**src/eihs_pkg.sv**
```systemverilog
// ----------------------------------------------------------------------------
// eihs_pkg
// Shared types and constants for the encoder index homing sequencer.
// ----------------------------------------------------------------------------
package eihs_pkg;

  localparam int COUNT_WIDTH_DEF = 32;
  localparam int CPR_W           = 20;
  localparam int STILL_W         = 10;
  localparam int FACTOR_W        = 12;
  localparam int CFG_DATA_W      = 20;
  localparam int CFG_IDX_W       = 2;
  localparam int OUT_W           = 32;

  localparam logic [CPR_W-1:0]    CPR_RESET    = 20'd4096;
  localparam logic [STILL_W-1:0]  STILL_RESET  = 10'd10;
  localparam logic [FACTOR_W-1:0] FACTOR_RESET = 12'd256;
  localparam logic [STILL_W-1:0]  STILL_MAX    = 10'd1023;

  typedef enum logic [CFG_IDX_W-1:0] {
    REG_COUNTS_PER_REV = 2'd0,
    REG_STILL_SAMPLES  = 2'd1,
    REG_STOP_FACTOR    = 2'd2
  } reg_idx_t;

  typedef enum logic [1:0] {
    DRIVE_STOP    = 2'd0,
    DRIVE_FORWARD = 2'd1,
    DRIVE_REVERSE = 2'd2
  } drive_t;

  typedef enum logic [5:0] {
    ST_IDLE    = 6'b000001,
    ST_FORWARD = 6'b000010,
    ST_BAND    = 6'b000100,
    ST_REST    = 6'b001000,
    ST_REVERSE = 6'b010000,
    ST_RETURN  = 6'b100000
  } stage_t;

  typedef struct packed {
    logic enc_a_rise;
    logic enc_b_level;
    logic laser_level;
    logic stop_sample;
    logic start_homing;
    logic abort;
  } item_t;

  typedef struct packed {
    logic [CPR_W-1:0]           counts_per_rev;
    logic [STILL_W-1:0]         still_samples;
    logic signed [FACTOR_W-1:0] stop_factor_q8;
  } cfg_t;

  typedef struct packed {
    logic [1:0]              drive_cmd;
    logic [2:0]              stage_now;
    logic signed [OUT_W-1:0] position_out;
    logic signed [OUT_W-1:0] slop_out;
    logic signed [OUT_W-1:0] stop_err_out;
    logic                    done_pulse;
    logic                    aborted_pulse;
  } result_t;

  function automatic logic [2:0] stage_code(stage_t s);
    logic [2:0] c;
    case (s)
      ST_IDLE:    c = 3'd0;
      ST_FORWARD: c = 3'd1;
      ST_BAND:    c = 3'd2;
      ST_REST:    c = 3'd3;
      ST_REVERSE: c = 3'd4;
      ST_RETURN:  c = 3'd5;
      default:    c = 3'd0;
    endcase
    return c;
  endfunction

  function automatic drive_t stage_drive(stage_t s);
    drive_t d;
    case (s)
      ST_FORWARD, ST_BAND:   d = DRIVE_FORWARD;
      ST_REVERSE, ST_RETURN: d = DRIVE_REVERSE;
      default:               d = DRIVE_STOP;
    endcase
    return d;
  endfunction

endpackage

```
**src/encoder_index_homing_sequencer_unit.sv**
```systemverilog
// ----------------------------------------------------------------------------
// encoder_index_homing_sequencer_unit
// Quadrature count and five-stage index homing sequence, one tick per beat.
// ----------------------------------------------------------------------------
// One tick beat is taken every clock cycle while the input is not stalled.
// A tick lands in an input register at the edge that accepts it; once the
// output register can take a result, the stage logic and count update run
// in one pass and the result lands in that register and on the result port.
// A stalled result holds the output register; the input stalls only while
// that register is full and stalled and a tick is already waiting.
// The longest path is the gain product formed when the rest wait ends: count
// update, stop difference and a multiply of the difference by the 12-bit gain.
// The goal in the reverse search stage is then two adds and a saturation.
// Configuration writes are always ready and take effect on the next tick;
// write them only while idle.
module encoder_index_homing_sequencer_unit #(
  parameter int COUNT_WIDTH = eihs_pkg::COUNT_WIDTH_DEF
) (
  input  logic                              clk,
  input  logic                              rst,
  input  logic                              in_valid,
  output logic                              in_stall,
  input  logic                              enc_a_rise,
  input  logic                              enc_b_level,
  input  logic                              laser_level,
  input  logic                              stop_sample,
  input  logic                              start_homing,
  input  logic                              abort,
  output logic                              out_valid,
  input  logic                              out_stall,
  output logic [1:0]                        drive_cmd,
  output logic [2:0]                        stage_now,
  output logic signed [eihs_pkg::OUT_W-1:0] position_out,
  output logic signed [eihs_pkg::OUT_W-1:0] slop_out,
  output logic signed [eihs_pkg::OUT_W-1:0] stop_err_out,
  output logic                              done_pulse,
  output logic                              aborted_pulse,
  input  logic                              cfg_valid,
  output logic                              cfg_ready,
  input  logic [eihs_pkg::CFG_IDX_W-1:0]    cfg_index,
  input  logic [eihs_pkg::CFG_DATA_W-1:0]   cfg_data
);
  import eihs_pkg::*;

  cfg_t    cfg;
  item_t   in_item, held_item;
  logic    held_valid, can_load, fire;
  result_t core_result, out_result;

  assign cfg_ready = 1'b1;

  always_ff @(posedge clk) begin
    if (rst) begin
      cfg.counts_per_rev <= CPR_RESET;
      cfg.still_samples  <= STILL_RESET;
      cfg.stop_factor_q8 <= $signed(FACTOR_RESET);
    end else if (cfg_valid && cfg_ready) begin
      case (cfg_index)
        REG_COUNTS_PER_REV: cfg.counts_per_rev <= cfg_data[CPR_W-1:0];
        REG_STILL_SAMPLES:  cfg.still_samples  <= cfg_data[STILL_W-1:0];
        REG_STOP_FACTOR:    cfg.stop_factor_q8 <= $signed(cfg_data[FACTOR_W-1:0]);
        default: begin
          // drop writes to unmapped indexes
        end
      endcase
    end
  end

  assign in_item = '{enc_a_rise:   enc_a_rise,
                     enc_b_level:  enc_b_level,
                     laser_level:  laser_level,
                     stop_sample:  stop_sample,
                     start_homing: start_homing,
                     abort:        abort};

  assign fire = held_valid && can_load;

  eihs_in_reg u_in_reg (
    .clk        (clk),
    .rst        (rst),
    .in_valid   (in_valid),
    .in_stall   (in_stall),
    .in_item    (in_item),
    .fire       (fire),
    .held_valid (held_valid),
    .held_item  (held_item)
  );

  eihs_core #(
    .COUNT_WIDTH (COUNT_WIDTH)
  ) u_core (
    .clk    (clk),
    .rst    (rst),
    .fire   (fire),
    .item   (held_item),
    .cfg    (cfg),
    .result (core_result)
  );

  eihs_out_reg u_out_reg (
    .clk         (clk),
    .rst         (rst),
    .load        (fire),
    .load_result (core_result),
    .out_stall   (out_stall),
    .out_valid   (out_valid),
    .can_load    (can_load),
    .result      (out_result)
  );

  assign drive_cmd     = out_result.drive_cmd;
  assign stage_now     = out_result.stage_now;
  assign position_out  = out_result.position_out;
  assign slop_out      = out_result.slop_out;
  assign stop_err_out  = out_result.stop_err_out;
  assign done_pulse    = out_result.done_pulse;
  assign aborted_pulse = out_result.aborted_pulse;

  // input side backs up only behind a full, stalled result register
  a_stall_cause: assert property (@(posedge clk) disable iff (rst)
    in_stall |-> (held_valid && out_valid && out_stall))
    else $error("input stalled without a blocked result");

  // an accepted tick is always held in the input register on the next cycle
  a_tick_held: assert property (@(posedge clk) disable iff (rst)
    (in_valid && !in_stall) |=> held_valid)
    else $error("accepted tick not held");

  // a processed tick always shows up as a result beat
  a_fire_result: assert property (@(posedge clk) disable iff (rst)
    fire |=> out_valid)
    else $error("processed tick produced no result beat");

  // completion always leaves the count zeroed and the sequence idle
  a_done_zero: assert property (@(posedge clk) disable iff (rst)
    (out_valid && done_pulse) |-> (stage_now == stage_code(ST_IDLE)
                                   && position_out == '0 && !aborted_pulse))
    else $error("done beat with nonzero count or active stage");

endmodule

```
**src/eihs_in_reg.sv**
```systemverilog
// ----------------------------------------------------------------------------
// eihs_in_reg
// One-entry input register for tick beats; refills on the cycle it drains.
// ----------------------------------------------------------------------------
module eihs_in_reg (
  input  logic           clk,
  input  logic           rst,
  input  logic           in_valid,
  output logic           in_stall,
  input  eihs_pkg::item_t in_item,
  input  logic           fire,
  output logic           held_valid,
  output eihs_pkg::item_t held_item
);
  import eihs_pkg::*;

  assign in_stall = held_valid && !fire;

  always_ff @(posedge clk) begin
    if (rst) begin
      held_valid <= 1'b0;
    end else if (!in_stall) begin
      held_valid <= in_valid;
    end
  end

  always_ff @(posedge clk) begin
    if (in_valid && !in_stall) begin
      held_item <= in_item;
    end
  end

endmodule

```
**src/eihs_core.sv**
```systemverilog
// ----------------------------------------------------------------------------
// eihs_core
// Position count and homing stage logic; one tick handled per fire.
// ----------------------------------------------------------------------------
module eihs_core #(
  parameter int COUNT_WIDTH = eihs_pkg::COUNT_WIDTH_DEF
) (
  input  logic              clk,
  input  logic              rst,
  input  logic              fire,
  input  eihs_pkg::item_t   item,
  input  eihs_pkg::cfg_t    cfg,
  output eihs_pkg::result_t result
);
  import eihs_pkg::*;

  localparam int W  = COUNT_WIDTH;
  localparam int CW = W + 22;
  localparam int PW = W + FACTOR_W;
  localparam int SW = W + 13;
  localparam int QW = SW - 8;

  stage_t              stage, stage_next;
  logic signed [W-1:0] position, position_next;
  logic signed [W-1:0] rise_count, rise_count_next;
  logic signed [W-1:0] fall_count, fall_count_next;
  logic signed [W-1:0] rest_count, rest_count_next;
  logic signed [W-1:0] prev_sample, prev_sample_next;
  logic [STILL_W-1:0]  still_counter, still_counter_next;
  logic signed [W-1:0] goal_count, goal_count_next;
  logic signed [W-1:0] slop_value, slop_value_next;
  logic signed [W-1:0] stop_value, stop_value_next;
  logic signed [W-1:0] mid, mid_next;
  logic signed [PW-1:0] prod, prod_next;

  logic signed [W-1:0]  pos_upd;
  logic signed [CW-1:0] pos_wide, limit_fwd, band_diff, band_half;
  logic signed [W:0]    mid_sum, mid_adj;
  logic signed [W-1:0]  stop_diff;
  logic signed [SW-1:0] q_sum, q_adj;
  logic signed [QW-1:0] q_div;
  logic signed [W-1:0]  goal_sat;
  logic [STILL_W-1:0]   still_upd;
  logic                 done, aborted;

  always_comb begin
    // b high adds one, b low adds all ones
    pos_upd = item.enc_a_rise ? position + $signed({{(W-1){~item.enc_b_level}}, 1'b1})
                              : position;
    pos_wide  = CW'(pos_upd);
    limit_fwd = $signed({{(W+1){1'b0}}, cfg.counts_per_rev, 1'b0});
    band_diff = pos_wide - CW'(rise_count);
    band_half = $signed({{(W+3){1'b0}}, cfg.counts_per_rev[CPR_W-1:1]});

    // midpoint of the sensor band, rounded toward zero
    mid_sum = (W+1)'(fall_count) + (W+1)'(rise_count);
    mid_adj = mid_sum + $signed({{W{1'b0}}, mid_sum[W]});

    stop_diff = pos_upd - rise_count;

    q_sum = (SW'(mid) <<< 8) + SW'(prod);
    q_adj = q_sum + (q_sum[SW-1] ? SW'(255) : SW'(0));
    q_div = q_adj[SW-1:8];
    if (q_div[QW-1:W-1] == {(QW-W+1){1'b0}} || q_div[QW-1:W-1] == {(QW-W+1){1'b1}}) begin
      goal_sat = q_div[W-1:0];
    end else if (q_div[QW-1]) begin
      goal_sat = $signed({1'b1, {(W-1){1'b0}}});
    end else begin
      goal_sat = $signed({1'b0, {(W-1){1'b1}}});
    end

    if (!item.stop_sample) begin
      still_upd = still_counter;
    end else if (prev_sample == pos_upd) begin
      still_upd = (still_counter < STILL_MAX) ? still_counter + 1'b1 : still_counter;
    end else begin
      still_upd = '0;
    end
  end

  always_comb begin
    stage_next         = stage;
    position_next      = pos_upd;
    rise_count_next    = rise_count;
    fall_count_next    = fall_count;
    rest_count_next    = rest_count;
    prev_sample_next   = prev_sample;
    still_counter_next = still_counter;
    goal_count_next    = goal_count;
    slop_value_next    = slop_value;
    stop_value_next    = stop_value;
    mid_next           = mid;
    prod_next          = prod;
    done               = 1'b0;
    aborted            = 1'b0;

    if (item.abort) begin
      if (stage != ST_IDLE) begin
        stage_next = ST_IDLE;
        aborted    = 1'b1;
      end
    end else begin
      case (stage)
        ST_IDLE: begin
          if (item.start_homing) begin
            position_next = '0;
            stage_next    = ST_FORWARD;
          end
        end
        ST_FORWARD: begin
          if (item.laser_level || pos_wide >= limit_fwd) begin
            rise_count_next = pos_upd;
            stage_next      = ST_BAND;
          end
        end
        ST_BAND: begin
          if (!(item.laser_level && band_diff < band_half)) begin
            fall_count_next    = pos_upd;
            prev_sample_next   = -pos_upd;
            still_counter_next = '0;
            stage_next         = ST_REST;
          end
        end
        ST_REST: begin
          if (item.stop_sample) begin
            prev_sample_next = pos_upd;
          end
          still_counter_next = still_upd;
          if (still_upd >= cfg.still_samples) begin
            // latch the gain product and midpoint ahead of the reverse search
            rest_count_next = pos_upd;
            mid_next        = mid_adj[W:1];
            prod_next       = stop_diff * cfg.stop_factor_q8;
            stage_next      = ST_REVERSE;
          end
        end
        ST_REVERSE: begin
          if (item.laser_level) begin
            stop_value_next = rest_count - rise_count;
            slop_value_next = fall_count - pos_upd;
            position_next   = fall_count;
            goal_count_next = goal_sat;
            stage_next      = ST_RETURN;
          end
        end
        ST_RETURN: begin
          if (!(pos_upd > goal_count)) begin
            position_next = '0;
            done          = 1'b1;
            stage_next    = ST_IDLE;
          end
        end
        default: begin
          stage_next = ST_IDLE;
        end
      endcase
    end

    result.drive_cmd     = stage_drive(stage_next);
    result.stage_now     = stage_code(stage_next);
    result.position_out  = OUT_W'(position_next);
    result.slop_out      = OUT_W'(slop_value_next);
    result.stop_err_out  = OUT_W'(stop_value_next);
    result.done_pulse    = done;
    result.aborted_pulse = aborted;
  end

  always_ff @(posedge clk) begin
    if (rst) begin
      stage         <= ST_IDLE;
      position      <= '0;
      rise_count    <= '0;
      fall_count    <= '0;
      rest_count    <= '0;
      prev_sample   <= '0;
      still_counter <= '0;
      goal_count    <= '0;
      slop_value    <= '0;
      stop_value    <= '0;
      mid           <= '0;
      prod          <= '0;
    end else if (fire) begin
      stage         <= stage_next;
      position      <= position_next;
      rise_count    <= rise_count_next;
      fall_count    <= fall_count_next;
      rest_count    <= rest_count_next;
      prev_sample   <= prev_sample_next;
      still_counter <= still_counter_next;
      goal_count    <= goal_count_next;
      slop_value    <= slop_value_next;
      stop_value    <= stop_value_next;
      mid           <= mid_next;
      prod          <= prod_next;
    end
  end

endmodule

```
**src/eihs_out_reg.sv**
```systemverilog
// ----------------------------------------------------------------------------
// eihs_out_reg
// Result register; holds a beat under stall and reloads as it is taken.
// ----------------------------------------------------------------------------
module eihs_out_reg (
  input  logic              clk,
  input  logic              rst,
  input  logic              load,
  input  eihs_pkg::result_t load_result,
  input  logic              out_stall,
  output logic              out_valid,
  output logic              can_load,
  output eihs_pkg::result_t result
);
  import eihs_pkg::*;

  assign can_load = !out_valid || !out_stall;

  always_ff @(posedge clk) begin
    if (rst) begin
      out_valid <= 1'b0;
    end else if (can_load) begin
      out_valid <= load;
    end
  end

  always_ff @(posedge clk) begin
    if (load) begin
      result <= load_result;
    end
  end

endmodule
```
**config.mk**
```make
export PLATFORM = sky130hd
export DESIGN_NAME = encoder_index_homing_sequencer_unit
export DESIGN_NICKNAME = d
export VERILOG_FILES = /design/src/eihs_pkg.sv /design/src/encoder_index_homing_sequencer_unit.sv /design/src/eihs_in_reg.sv /design/src/eihs_core.sv /design/src/eihs_out_reg.sv
export SDC_FILE = /design/constraint.sdc
export NUM_CORES = 2
export LEC_CHECK = 0
export BUFFER_PORTS_ARGS = -buffer_cell sky130_fd_sc_hd__buf_2
export CAP_MARGIN = 20
export CORE_UTILIZATION = 35
export CTS_CLUSTER_DIAMETER = 60
export DETAILED_ROUTE_END_ITERATION = 10
export PLACE_DENSITY_LB_ADDON = 0.2
export SYNTH_ARGS = -nofsm -noshare
export SYNTH_HDL_FRONTEND = slang
export SYNTH_SLANG_ARGS = --single-unit
```
**constraint.sdc**
```tcl
create_clock -name clk -period 11.9 [get_ports clk]
set_clock_uncertainty 0.1 [all_clocks]
set_input_delay 2.38 -clock clk [delete_from_list [all_inputs] [get_ports clk]]
set_output_delay 2.38 -clock clk [all_outputs]
set_load 0.005 [all_outputs]
```
# After elaboration in Yosys (flattened, before gate mapping)
# Cells that the tools add are included.
# totals
reg_bits,501
elab_cells,131
# op_classes
n_reduce_logical,26
mul,1
addsub,11
eq_ne,18
bitwise_logic,4
muxes,36
n_lt_le_gt_ge,5
# ops
op,count
2-to-1 mux 32 bit,15
case mux 32 bit (3 select lines),1
subtractor 32 bit,3
case mux 32 bit (2 select lines),1
less-than comparator 54 x 20 -> 1 bit,1
2-to-1 mux 6 bit,8
adder 40 x 44 -> 45 bit,1
adder 45 bit,1
multiplier 32 x 12 -> 44 bit,1
2-to-1 mux 10 bit,4
case mux 6 bit (6 select lines),1
adder 32 x 32 -> 33 bit,1
adder 33 x 2 -> 33 bit,1
subtractor 32 x 32 -> 33 bit,1
adder 32 x 2 -> 32 bit,1
== test 32 bit,1
greater-or-equal comparator 32 x 22 -> 1 bit,1
> comparator 32 bit,1
negator 32 bit,1
case mux 10 bit (2 select lines),1
AND reduction 4 bit,5
== test 6 bit (second input constant),3
case mux 3 bit (5 select lines),1
== test 6 x 2 -> 1 bit (second input constant),2
24 further kinds,44

# Longest topological paths before layout
# logic_depth
depth_word,13
ltp_mapped,47
depth_no_buf,43

# Cells and area by module
# A second synthesis with hierarchy kept.
# unflattened
cells_unflattened,5916
area_unflattened_um2,48657.9
# by_module_without_submodules
module,area_per_inst_um2,seq_area_each_um2,instances,cells_per_inst
eihs_core,43510.5,6966.7,1,5632
eihs_out_reg,3125.5,3113.0,1,107
encoder_index_homing_sequencer_unit,1791.7,840.8,1,167
eihs_in_reg,230.2,200.2,1,10

# Worst setup path after synthesis
# No wires, ideal clock.
# synth_path
path_kind,register -> register
from,reg u_in_reg.held_item[4] (netlist name)
to,reg u_core.prod[43]
arrival_ps,10365
required_ps,11678
stages_incl_launch_ff,44
synth_period_minus_slack_ps,10587
setup_ps,122
setup_slack_ps,1313
path_cell_list,edfxtp_1 -> clkbuf_1 -> inv_1 -> ha_1 -> o21ai_0 -> o21a_1 -> o31ai_2 -> a311oi_1 -> o31ai_1 -> xnor2_1 -> mux2i_1 -> inv_1 -> ha_1 -> clkbuf_1 -> nand2_1 -> o21ai_0 -> a221o_1 -> a221o_1 -> [... 8 more ...] -> fa_1 -> inv_1 -> fa_1 -> inv_1 -> fa_1 -> inv_1 -> ha_1 -> clkbuf_1 -> nand4_1 -> nor3_1 -> nand2_1 -> a21oi_1 -> o31ai_1 -> a211oi_1 -> nor3_1 -> nor3b_1 -> nor2_1 -> o311a_1
# synth_via
elab_chain_len,8
elab_cells_between_ends,10
# synth_rtl
element,line_no,source
inverter 1 bit (*),eihs_core.sv:48,"pos_upd = item.enc_a_rise ? position + $signed({{(W-1){~item.enc_b_level}}, 1'b1})"
adder 32 x 2 -> 32 bit (*),eihs_core.sv:48,
2-to-1 mux 32 bit (*),eihs_core.sv:48,
net u_core.pos_upd[21],eihs_core.sv:36,logic signed [W-1:0] pos_upd;
branches (longest 5 deep; another with multiplier 32 x 12 -> 44 bit),--,
"end signal, assigned",eihs_core.sv:194,prod <= prod_next;
"end, declared",eihs_core.sv:34,"logic signed [PW-1:0] prod, prod_next;"
# Mark *: on every way through the listed nets, which the timed path passes.
# A chain may end at the register's enable or synchronous reset.

# Worst setup path after layout
# layout_path
from,reg u_in_reg.held_item[4] (netlist name)
to,reg u_core.prod[43]
# layout_via
elab_chain_len,8
elab_cells_between_ends,10
# layout_rtl
element,line_no
inverter 1 bit (*),eihs_core.sv:48
adder 32 x 2 -> 32 bit (*),eihs_core.sv:48
2-to-1 mux 32 bit (*),eihs_core.sv:48
net u_core.pos_upd[6],eihs_core.sv:36
branches (longest 5 deep; another with multiplier 32 x 12 -> 44 bit),--
# Marked as above.

==> results.txt <==
The total chip power is around 6.8 mW. The core occupancy in the finished layout is 39.77%. The die width came out at roughly 370 um.

The clock network latency to the later pin of the worst-skew pair came out at about 0.70 ns. By area the synthesized netlist is led by dfxtp_1, fa_1, ha_1, edfxtp_1, nand2_1. The clock drives around 500 sinks. Of the cells placed in the final design, the portion with a size suffix greater than 1 is between 9 and 10%. The synthesized-area fraction occupied by and/or/nand/nor cells came out at between 10% and 20%. The count of warnings emitted by yosys is 0. Detailed routing inserted a total of between 40k and 50k vias. The HPWL after detailed placement came out at ~140,000 um. The clock root buffer master is clkbuf_16. TritonCTS built the clock tree.

The share of synthesized cell area in full adder, half adder and majority cells is about a quarter. On the worst path, the slowest cell contributes a delay of ~0.65 ns. Counting along the longest clock path gives a buffer depth of 3. The die boundary height came out at 371.1 um. The fraction of synthesized cell area taken by the top area cell type came out at between 10% and 20%. The antenna cell count came out at 0. The total congestion overflow after global routing came out at 0.

The min-delay analysis places its worst path in the category reg2reg. Counting flops with an async set or reset pin after synthesis yields a share of 0%. Of the available clock period, the critical path in the final layout requires around 94%. The final-report setup violation count came out at 0. Yosys mapped the design onto 93 distinct sky130hd cell types. Setup repair after global routing left no endpoint under its margin.

The number of hold-slack violations in the final timing report was 0. In the synthesized netlist the dominant register cell turns out to be dfxtp_1. The synthesized-area fraction occupied by ao, oa, aoi and oai cells is about a fifth. The number of flops mapped to enable cells by yosys is ~110. The via count normalized by instance count is between 5 and 6. The count of state elements after synthesis is 501. The analysis attributes to cell leakage a power of 22.55 nW.

The arrival time of the worst setup path is about 12 ns. The clock tree synthesis step divided the H-tree into 3 levels. Prior to clock tree synthesis, the placed netlist has a worst setup slack of roughly 0.34 ns. The number of nets in the synthesized netlist is between 6k and 7k.

The maximum number of pins on one net before global-route repair is 91. The worst-case setup margin in the final layout came out at just under 0.7 ns. The final net count is between 6k and 7k. The total CTS buffers came out at 77.

The worst register-to-register path has a depth of 38. The xor-xnor portion of the synthesized cell area is under 10%. The routed wirelength normalized by instance count is between 20 and 25 um. The run finished with clean final reports. The main combinational cell family by area after synthesis is adder cells. The number of primary I/O pins is ~140. The count of port buffers added during placement came out at between 100 and 150. The area overhead of the layout relative to synthesis is 12.82%. For this configuration, the core starts out at a cell density of about a third. The number of antenna violations at the first check in global routing came out at 1. Sequential cells were found to cover 23.32% of the synthesized design area. The slowest stage of the critical path belongs to the cell o31ai_1. The count of max-cap constraint violations came out at 0. The max-slew headroom at the worst pin is ~30%. The most repeated cell in the gate-level netlist after synthesis is nand2_1. The first-pass GRT wire length is ~260,000 um. The worst setup path startpoint is u_in_reg.held_item[4]$_DFFE_PP_.

u_out_reg.result holds more flip-flops than any other register. The largest registers in the layout are u_out_reg.result: 103 flops, u_core.prod: 44 flops, cfg: 42 flops. The number of global-route vias before repair is between 40k and 50k. The number of hold buffers added after CTS was 0. After floorplanning, the core was sized to cover 135,300 um^2. The commonest cells after synthesis are nand2_1, inv_1, a21oi_1. The synthesized area per cell came out at between 8 and 9 um^2. After clock tree synthesis, the clock-pin slew on the worst setup and hold paths is approximately 0.060 ns. In this run the critical register-to-register path is launched from u_in_reg.held_item[4]$_DFFE_PP_. The maximum fanout along the worst path came out at 13.

The kind of start point of the critical path is a register. For this run, the detailed router's first-pass iteration total came to 6. The number of violations reported at the end of detailed-routing iteration 0 is between 3k and 4k.

STA classifies the critical path endpoint as a register. The flip-flop count of the largest register after layout is between 100 and 150. The number of instances in the synthesized netlist is ~5.8k. The worst hold path begins at u_core.stop_value[21]$_SDFFE_PP0P_. The final count of pins violating max slew is 0. The most numerous cell type found on the critical path is fa_1. The setup TNS is 0 ns. In the routed design, unresolved DRC markers number 0. The area of the mapped netlist is 47,690 um^2. Summed over all instances, the cell type with the most area after synthesis is dfxtp_1.

The global-route usage over all layers came out at 24.88%. The type of the worst setup path is reg2reg. The peak ir drop on the vdd network is around 100 uV. The area of the die is between 100,000 and 150,000 um^2.

The filler cells instantiated in the layout total ~14k. The wire length reported by the detailed router came out at approximately 170,000 um. The worst hold path passes through 2 cells. The remaining antenna violation count came out at 0. The standard-cell row count is between 100 and 150.

The final weighted congestion in routability-driven placement came out at between 0.9 and 1. The worst path in the final design needs a cycle of between 10 and 15 ns, including I/O delays and setup. The multiplexer share of the synthesized area is 0.8605%. Timing would allow up to 89.19 MHz. The power density of the placed cells is approximately 130 nW/um^2.

The transition time at the pin with the least slew margin came out at roughly 1.0 ns. The worst path required time came out at roughly 12 ns.
==> report_power, final <==
| group | internal (mW) | total (mW) | switching [mW] |
|---|---|---|---|
| clock | 1.47 | 2.44 | 0.969 |
| combinational | 1.01 | 2.62 | 1.60 |
| sequential | 1.77 | 1.79 | 0.0202 |
| total | 4.25 | 6.84 | 2.59 |
==> layout make-up <==
type / count / area [um^2] / area share [%]
multi-input cells: 4468 / 33360 / 62.01
repair buffers: 323 / 2161 / 4.016
clock buffers: 89 / 2013 / 3.742
inverters: 588 / 2216 / 4.118
well taps: 1781 / 2228 / 4.142
clock inverters: 53 / 700.7 / 1.302
flip-flops and latches: 501 / 11120 / 20.67
==> critical path, delay by kind of cell (launching register included) <==
family,cells,cell delay [ns]
flip-flops,1,0.39
adder cells (fa/ha/maj),8,3.77
XOR/XNOR,1,0.29
AO/OA/AOI/OAI,12,3.75
AND/OR/NAND/NOR,8,1.52
buffers and inverters,9,1.22
==> cells by family after synthesis <==
family	Yosys count
other	1
buffers and inverters	878
AND/OR/NAND/NOR	1965
adder cells (fa/ha/maj)	717
multiplexers	40
flip-flops	501
XOR/XNOR	307
AO/OA/AOI/OAI	1438
==> final timing paths <==
check                                        to  slack (ns)
max                u_core.prod[43]$_SDFFE_PP0P_        0.69
min          u_core.stop_value[21]$_SDFFE_PP0P_        0.35
max reg2reg        u_core.prod[43]$_SDFFE_PP0P_        0.69
min reg2reg  u_core.stop_value[21]$_SDFFE_PP0P_        0.35
==> repair_timing <==
item | 4_1_cts | 5_1_grt
resized for setup | 0 | 3
endpoints found under the setup margin | 0 | 8
setup buffers | 0 | 5
==> cell usage in the layout (no fill, tap or decap), types with 133 or more instances in the layout <==
cell / instances
a211oi_1: 167
a21o_1: 133
a21oi_1: 462
and2_1: 159
buf_2: 136
buf_4: 180
dfxtp_1: 391
fa_1: 344
ha_1: 373
inv_1: 583
nand2_1: 823
nor2_1: 350
o21ai_0: 271
xnor2_1: 216
==> metrics by stage <==
| stage | area [um^2] | std cells | hold slack (ns) |
|---|---|---|---|
| detailed placement | 51020 | 7655 | 0.3456 |
| global route | 53810 | 7803 | 0.3723 |
| CTS | 53740 | 7797 | 0.3538 |
| floorplan | 47690 | 5847 | 0.3307 |
| finish | 53810 | 7803 | 0.3487 |
| global placement | 51010 | 7654 | 0.3393 |
==> per-layer routing <==
metal  GRT usage [%]  wire (um)  up-vias
li1                -          -    20311
met1           33.73      78030    20840
met2           39.57      77420     1175
met3           2.907       8861      274
met4           11.17       8116        0
met5               0          0        -
No activity file was read; power rests on OpenSTA's default activity.
